--- config.mk ---
export PLATFORM = sky130hd
export DESIGN_NAME = mtm_front
export DESIGN_NICKNAME = d
export VERILOG_FILES = /design/src/rtl/mtm_pkg.sv /design/src/rtl/mtm_front.sv
export SDC_FILE = /design/constraint.sdc
export NUM_CORES = 1
export LEC_CHECK = 0
export BUFFER_PORTS_ARGS = -buffer_cell sky130_fd_sc_hd__buf_4
export CAP_MARGIN = 20
export CELL_PAD_IN_SITES_DETAIL_PLACEMENT = 2
export CELL_PAD_IN_SITES_GLOBAL_PLACEMENT = 2
export CORE_AREA = 2 2 144 146
export DETAILED_ROUTE_END_ITERATION = 6
export DIE_AREA = 0 0 146 148
export GPL_ROUTABILITY_DRIVEN = 0
export PLACE_DENSITY_LB_ADDON = 0.1
export SYNTH_ARGS = -nofsm -noshare
export SYNTH_HDL_FRONTEND = slang
export SYNTH_SLANG_ARGS = --single-unit
--- constraint.sdc ---
create_clock -name vclk -period 2.8
set_input_delay 0.28 -clock vclk [all_inputs]
set_output_delay 0.28 -clock vclk [all_outputs]
set_load 0.005 [all_outputs]
--- src/rtl/mtm_pkg.sv ---
// Types and codes of the membership table merge block.
`default_nettype none
package mtm_pkg;

   localparam logic [2:0] OP_UPSERT    = 3'd0;
   localparam logic [2:0] OP_SUSPECT   = 3'd1;
   localparam logic [2:0] OP_DEAD      = 3'd2;
   localparam logic [2:0] OP_ALIVE     = 3'd3;
   localparam logic [2:0] OP_REFUTE    = 3'd4;
   localparam logic [2:0] OP_HEARTBEAT = 3'd5;
   localparam logic [2:0] OP_REMOVE    = 3'd6;
   localparam logic [2:0] OP_ADMIT     = 3'd7;

   localparam logic [1:0] ST_ALIVE   = 2'd0;
   localparam logic [1:0] ST_SUSPECT = 2'd1;
   localparam logic [1:0] ST_DEAD    = 2'd2;
   localparam logic [1:0] ST_JOINING = 2'd3;

   localparam logic [1:0] RES_APPLIED  = 2'd0;
   localparam logic [1:0] RES_IGNORED  = 2'd1;
   localparam logic [1:0] RES_NOTFOUND = 2'd2;
   localparam logic [1:0] RES_FULL     = 2'd3;

   localparam logic [1:0] RING_NONE   = 2'd0;
   localparam logic [1:0] RING_ADD    = 2'd1;
   localparam logic [1:0] RING_REMOVE = 2'd2;

   typedef struct packed {
      logic [2:0]  op;
      logic [63:0] node_id;
      logic [1:0]  node_state;
      logic [63:0] version_value;
      logic [15:0] suspect_count_in;
   } req_type;

   typedef struct packed {
      logic [1:0]  status;
      logic [1:0]  ring_action;
      logic [63:0] ring_node_id;
      logic [1:0]  entry_state;
      logic [63:0] entry_version;
      logic [15:0] entry_suspect_count;
   } rsp_type;

   // Classified event handed from front to back.
   typedef struct packed {
      req_type req;
      logic    local_op;
      logic    sel0;
      logic    need_scan;
   } cmd_type;

endpackage
`default_nettype wire

--- src/rtl/mtm_front.sv ---
// Front end: accept events and classify them for the back end.
`default_nettype none
module mtm_front import mtm_pkg::*; (
   input  wire logic        req_push,
   input  wire req_type     req_data,
   output logic             req_full,
   input  wire logic [63:0] self_id,
   input  wire logic        cmd_full,
   output logic             cmd_push,
   output cmd_type          cmd
);
   logic id_local;

   assign id_local = (req_data.node_id == self_id);
   assign req_full = cmd_full;
   assign cmd_push = req_push;

   always_comb begin
      cmd.req      = req_data;
      cmd.local_op = (req_data.op == OP_REFUTE) || (req_data.op == OP_HEARTBEAT) ||
                     ((req_data.op == OP_UPSERT) && id_local);
      cmd.sel0     = cmd.local_op || id_local;
      cmd.need_scan = !cmd.local_op;
   end
endmodule
`default_nettype wire

==> impl_metrics.py <==
metrics = {
    "job": {
        "drv_cap": 0,
    },
    "grt": {
        "grt_pass1_wl_um": 10400,
        "grt_antenna_before_repair": 0,
        "grt_start_max_net_pins": 5,
        "gr-usage-all-layers_pct": 6.15,
        "globalRouteOverflowTotal": 0,
        "grt_pass1_vias": 1798,
    },
    "final_layout": {
        "area.growth.synth_to_final_pct": 38.8,
        "seqCellArea_um2": 0,
        "num_antenna_cells": 0,
        "finalInstanceArea_um2": 2580,
        "fin_nets": 508,
        "final.clkbuf_count": 0,
        "final_layout_size_suffix_gt1_share_pct": 69.8,
        "layout.sequential_cells": 0,
    },
    "logic_synthesis": {
        "yosys_warnings": 0,
        "cell_types_occupying_the_most_area_after_synthesis": "buf_4, xnor2_1, nand4_1",
        "synth_fp_nets": 455,
        "syn-mean-instance-area_um2": 7.74,
        "synth.yosys.seq_area_share_pct": 0,
        "synth_cell_types": 9,
        "post_synth_instance_area_um2": 1860,
        "post-synth-top-area-cell": "buf_4",
        "portion_of_synthesized_cell_area_occupied_by_the_leading_cell_type_pct": 61.0,
        "postSynthCellCount": 240,
    },
    "place": {
        "port_buffers": 201,
        "place.detailed.hpwl_um": 7000,
        "detailed_place.area_um2": 2580,
    },
    "critical_path": {
        "crit_path_required_time_ps": 2520,
        "cp_slowest_stage_delay_ps": 420,
        "crit_arrival_ps": 1960,
        "cp_cell_sequence": "buf_4, xnor2_1, nand4_1, nor4_1, buf_4, nand4_1, o31a_1, buf_4",
        "crit_path_max_fanout": 3,
        "worstSetupEndpointType": "primary output",
        "timing.critical_path.mode_cell": "buf_4",
        "critPathSlowestCell": "nor4_1",
        "timing_worst_setup_path_type": "input port to primary output",
        "timing.critical_path.from_type": "input port",
    },
    "detailed_routing": {
        "num_vias": 1575,
        "wire_per_inst_um": 12.9,
        "ant_nets": 0,
        "initialDrtViolationCount": 6,
        "number_of_drc_violations_after_detailed_routing": 0,
        "route.final.wire_length_um": 7250,
        "routed_via_density": 2.81,
        "drt_pre_antenna_iters": 2,
    },
    "die": {
        "chipWidth_um": 146,
        "floorplan.core_area_um2": 20000,
        "floorplan.rows": 52,
        "floorplan.die_area_um2": 21600,
        "floorplan.initialDensity_pct": 9.27,
        "top_level_ports": 369,
        "die_height_um": 148,
    },
    "power": {
        "power_per_cell_area_nw_per_um2": 142,
        "worst_ir_drop_vdd_mv": 0.0253,
        "leakagePower_nw": 1.12,
    },
    "timing": {
        "timing.slew.headroom_pct": 68.0,
        "fin_crit_ps": 2240,
        "worst_slew_pin_slew_ps": 476,
        "final-setup-viol-count": 0,
        "max_freq_mhz": 447,
        "final_max_slew_viol_count": 0,
        "timing.setup.tns_ps": 0,
        "rsz0062_at_grt": "false",
        "final_min_period_over_clock_period_pct": 79.9,
        "hold_violations": 0,
    },
    "hold_path": {
        "hold_path.class": "input port to primary output",
    },
    "run_status": {
        "run_status": "finished clean",
    },
    "cts": {
        "post_cts.repair.setup_buffers": 0,
        "cts_stage_hold_buffer_count": 0,
        "post_cts_resized": 0,
    },
}
-- routing by layer --
layer	part of all wire, %	wire length [µm]	global-route usage (%)	up-vias
met5	0	0	0	-
met4	2.8	205	1.80	0
met3	11	821	2.16	30
met2	57	4120	12.5	127
met1	29	2100	5.69	698
li1	-	-	-	720
-- final timing paths --
path / end / cells after the start / slack [ps] / from
hold / removal: cmd[13] / 0 / 560 / req_data[10]
setup / recovery: cmd[0] / 8 / 560 / self_id[44]
-- layout make-up --
cell class,count,area (µm²)
Fill cell,2459,17500
Timing Repair Buffer,202,1520
Tap cell,270,338
Multi-Input combinational cell,89,724
-- Yosys cell counts, drive strengths merged --
master  count
nand2b      1
nand4      17
nor4        4
buf       151
xnor2      64
o31ai       1
nand2       1
o31a        1
-- cells in the final DEF (no fill, tap or decap), drive strengths merged --
| cell | n |
|---|---|
| nand4 | 17 |
| xnor2 | 64 |
| o31a | 1 |
| nand2b | 1 |
| buf | 202 |
| nor4 | 4 |
| o31ai | 1 |
| nand2 | 1 |
-- kinds of logic (layout without fill, tap and decap cells) --
family	Yosys count	after routing	share of synthesized area, %
xor gates and xnor gates	64	64	30.2
buffers and inverters	151	202	61.0
AOI/OAI and AO/OA	2	2	0.876
and+or+nand+nor	23	23	7.95
-- where the power goes --
| group | total [mW] | internal (mW) | switching [mW] | leakage (nW) |
|---|---|---|---|---|
| combinational | 0.366 | 0.242 | 0.124 | 1.12 |
| clock | 0 | 0 | 0 | 0 |
| sequential | 0 | 0 | 0 | 0 |
-- worst max-delay path, delay by kind of cell --
family / cells / cell delay (ps)
AOI/OAI and AO/OA: 1 / 300
xor gates and xnor gates: 1 / 180
buffers and inverters: 3 / 450
and+or+nand+nor: 3 / 740
-- through the flow --
stage	utilization [%]	setup WS, ps	power, mW	cells	hold slack [ps]
floorplan	-	1340	0.265	240	622
global placement	12.9	442	0.381	561	560
detailed placement	12.9	395	0.378	561	560
CTS	12.9	371	0.380	561	560
global route	12.9	327	0.402	561	560
finish	12.9	563	0.366	561	560
Power figures use the tool's default switching activity.
