`config.mk`:
```
export PLATFORM = sky130hd
export DESIGN_NAME = mtm_fifo
export DESIGN_NICKNAME = d
export VERILOG_FILES = /design/src/rtl/mtm_fifo.sv
export SDC_FILE = /design/constraint.sdc
export NUM_CORES = 1
export LEC_CHECK = 0
export ABC_AREA = 1
export BUFFER_PORTS_ARGS = -buffer_cell sky130_fd_sc_hd__buf_2
export CORE_UTILIZATION = 49
export CTS_CLUSTER_DIAMETER = 50
export DETAILED_ROUTE_END_ITERATION = 12
export PLACE_DENSITY_LB_ADDON = 0.2
export SLEW_MARGIN = 20
export SYNTH_ARGS = -nofsm -noshare
export SYNTH_HDL_FRONTEND = slang
export SYNTH_SLANG_ARGS = --single-unit
export TNS_END_PERCENT = 1
```
`constraint.sdc`:
```
create_clock -name clock -period 1.7 [get_ports clock]
set_input_delay 0.085 -clock clock [delete_from_list [all_inputs] [get_ports clock]]
set_output_delay 0.085 -clock clock [all_outputs]
set_load 0.02 [all_outputs]
```
`src/rtl/mtm_fifo.sv`:
```
// Small register queue used between the stages.
`default_nettype none
module mtm_fifo #(
   parameter int WIDTH = 8,
   parameter int DEPTH = 2
) (
   input  wire logic             clock,
   input  wire logic             reset,
   input  wire logic             push,
   input  wire logic [WIDTH-1:0] push_data,
   output logic                  full,
   input  wire logic             pop,
   output logic [WIDTH-1:0]      pop_data,
   output logic                  empty
);
   localparam int PW = (DEPTH > 1) ? $clog2(DEPTH) : 1;
   localparam int CW = $clog2(DEPTH + 1);

   logic [WIDTH-1:0] slot_ff [DEPTH];
   logic [PW-1:0]    wr_ptr_ff, rd_ptr_ff, wr_ptr_in, rd_ptr_in;
   logic [CW-1:0]    count_ff, count_in;
   logic             do_push, do_pop;

   assign full     = (count_ff == CW'(DEPTH));
   assign empty    = (count_ff == '0);
   assign do_push  = push && !full;
   assign do_pop   = pop && !empty;
   assign pop_data = slot_ff[rd_ptr_ff];

   always_comb begin
      wr_ptr_in = wr_ptr_ff;
      rd_ptr_in = rd_ptr_ff;
      count_in  = count_ff;
      if (do_push) begin
         wr_ptr_in = (wr_ptr_ff == PW'(DEPTH - 1)) ? '0 : wr_ptr_ff + PW'(1);
      end
      if (do_pop) begin
         rd_ptr_in = (rd_ptr_ff == PW'(DEPTH - 1)) ? '0 : rd_ptr_ff + PW'(1);
      end
      if (do_push && !do_pop) begin
         count_in = count_ff + CW'(1);
      end else if (do_pop && !do_push) begin
         count_in = count_ff - CW'(1);
      end
   end

   always_ff @(posedge clock) begin
      if (reset) begin
         wr_ptr_ff <= '0;
         rd_ptr_ff <= '0;
         count_ff  <= '0;
      end else begin
         wr_ptr_ff <= wr_ptr_in;
         rd_ptr_ff <= rd_ptr_in;
         count_ff  <= count_in;
      end
   end

   always_ff @(posedge clock) begin
      if (do_push) begin
         slot_ff[wr_ptr_ff] <= push_data;
      end
   end
endmodule
`default_nettype wire

```
==> summary.md <==
| Metric | Value |
|---|---|
| Worst vdd ir | 0.00102 V |
| Initial Utilization | 53.7% |
| Final Cell Area | 1090 um^2 |
| Largest net degree at the start of global routing | 13 |
| Final hold viol count | 0 |
| Fin crit period | 1450 ps |
| Area after DPL | 978 um^2 |
| Int Power | 972 uW |
| Net Sw Power | 498 uW |
| Number of antenna violations at the first check in global routing | 0 |
| Worst slew pin tran | 330 ps |
| Drt total wl | 1290 um |
| FF+latch count, synth | 21 |
| DRT iter0 DRCs | 13 |
| Top Ports | 22 |
| Gpl congestion | 0.718 |
| PnR worst setup slack | 247 ps |
| CP required | 1620 ps |
| CTS tree | yes |
| Vias in the first global route | 549 |
| Global-route wire length before repair | 2190 um |
| Overflow after GRT | 0 |
| Worst Reg-to-Reg Cells | 9 |
| RSZ-0062 raised after global routing | no |
| Worst setup SP type | register |
| Met2 Track Usage GR | 28.7% |
| Met3 usage | 3.83% |
| Number of endpoints failing setup at the final stage | 0 |
| Worst hold path cell count | 4 |
| Pleak | 0.000463 uW |
| Clock Skews | 8.50 ps |
| Share of cells above drive strength 1 | 42.9% |
| Clk pwr share | 15.4% |
| Mapped Nets | 75 |
| Peak Freq | 688 MHz |
| DR WL/cell | 11.3 um |
| Die ar. | 1860 um^2 |
| Hold Crit Class | in2reg |
| Slew headroom | 77.9% |
| RR Endpoint | count_ff[1]$_SDFFE_PP0P_ |
| CTS Buf Count | 3 |
| CP max FO | 8 |
| Vias | 556 |
| Clock Latency Late Sink | 300 ps |
| Combinational fraction of design power | 35.2% |
| Sequential group share of total power | 49.3% |
| Hold_sp | reset |
| Worst r2r src | count_ff[1]$_SDFFE_PP0P_ |
| Sequential fraction of the synthesis area | 70.1% |
| Mapped Avg Cell Area | 13.4 um^2 |
| Vias per cell | 4.88 |
| Pwr dens | 1350 nW/um^2 |
| H-tree depth | 1 |
| Synth warn | 0 |
| Worst Hold End | count_ff[1]$_SDFFE_PP0P_ |
| DRC viols | 0 |
| Cells after Synth | 62 |
| CTS Buffer Depth | 2 |
| Outcome | complete, no violations |
| Setup Buffers After CTS | 0 |
| Die H | 43.1 um |
| Worst-path clk slew | 110 ps |
| Total GRT Usage | 16.8% |
| Switching share of total power | 33.9% |
| NumNets Final | 112 |
| Kind of critical path | reg2out |
| Chip Width | 43.1 um |
| Syn Std Cell Area | 828 um^2 |
| Final Max Tran Viols | 0 |
| Tcrit/Tclk final | 85.5% |
| Most common cell after layout, fill and taps aside | buf_2 |
| FF-to-FF setup slack | 290 ps |
| Num rows | 14 |
| DP Worst Slack | 308 ps |
| Most frequent cells in the layout | 21 x buf_2, 16 x edfxtp_1, 9 x nor2_1 |
| Max-Cap Viols | 0 |
| Clock Sinks | 21 |
| Layout Area Growth over Synthesis | 31.1% |
| # port buffers | 21 |
| Antenna diodes | 0 |
| Setup crit end kind | output port |
| Post-synth cell types | 16 |
| Data arrival time of the critical path | 1370 ps |
| Clk Tree Root Cell | clkbuf_4 |
| Grt peak-use layer | met2 |
| ANT nets after route | 0 |
| 1st-pass router iterations | 4 |
| Setup TNS | 0 ps |
| Met1 usage in global routing | 18.3% |
| Placeable Area | 1540 um^2 |
| DP HPWL | 923 um |
==> worst max path at each step <==
stage          depth (start not counted)                        to
2_1_floorplan                          2   slot_ff[1][0]$_DFFE_PP_
3_3_place_gp                           9  count_ff[1]$_SDFFE_PP0P_
3_5_place_dp                           9  count_ff[1]$_SDFFE_PP0P_
4_1_cts                                2               pop_data[1]
5_1_grt                                2               pop_data[4]
6_report                               2               pop_data[4]
==> per-stage QoR <==
step | total power [uW] | hold WS [ps] | utilization [%] | instances
6_report | 1470 | 54.9 | 70.5 | 114
2_1_floorplan | 1090 | 184 | - | 62
4_1_cts | 1490 | 46.9 | 70.5 | 114
5_1_grt | 1570 | 64.3 | 70.5 | 114
3_5_place_dp | 1250 | 276 | 63.5 | 102
3_3_place_gp | 1230 | 273 | 63.5 | 102
==> timing repair <==
action                                 CTS  global route
endpoints found under the hold margin   16             0
gates resized for setup                  0             0
hold buffers                             8             0
==> per-layer routing <==
| layer | share of wire [%] | routed length, um | vias up |
|---|---|---|---|
| met4 | 3.1 | 40 | 0 |
| met1 | 42 | 548 | 250 |
| met3 | 4.4 | 57 | 4 |
| met2 | 50 | 646 | 14 |
| li1 | - | - | 288 |
| met5 | 0 | 0 | - |
==> critical path, stage by stage, from the launching register on <==
cell	delay, ps
dfxtp_1	530
mux2_2	380
buf_2	160
==> logic make-up after synthesis <==
logic type,count (synthesis),share of synthesized area (%)
flops,21,70.1
simple gates,16,8.31
buf+inv,10,4.68
compound gates,6,4.53
mux,8,10.9
fa+ha+maj,1,1.51
==> synthesized netlist by cell type <==
library cell,n,area (um^2)
a21oi_1,1,5.00
and2_4,1,8.76
buf_2,1,5.00
dfxtp_1,5,100
edfxtp_1,16,480
ha_1,1,12.5
inv_1,7,26.3
inv_2,2,7.51
mux2_2,8,90.1
nand2_1,4,15.0
nand3_1,1,5.00
nand4_1,1,6.26
nor2_1,9,33.8
o21ai_0,2,10.0
o21ai_1,1,5.00
o21ai_2,2,17.5
==> state kept, by name, summed over array words and instances (netlist names), named ones only <==
register,cells
wr_ptr_ff,1
count_ff,2
rd_ptr_ff,1
slot_ff,16
==> layout make-up <==
cell class | instances | area [um^2]
sequential | 21 | 581
multi-input combinational | 31 | 209
clock buffer | 3 | 22.5
tap | 16 | 20.0
fill | 115 | 455
timing repair buffer | 33 | 215
inverter | 9 | 33.8
clock inverter | 1 | 5.00
==> power groups by stage <==
stage,Clock (uW),Sequential [uW],Combinational (uW)
6_report,227,725,518
5_1_grt,258,743,573
4_1_cts,239,728,524
3_5_place_dp,0,740,508
3_3_place_gp,0,734,501
2_1_floorplan,0,709,378
No activity file was read; power rests on OpenSTA's default activity.
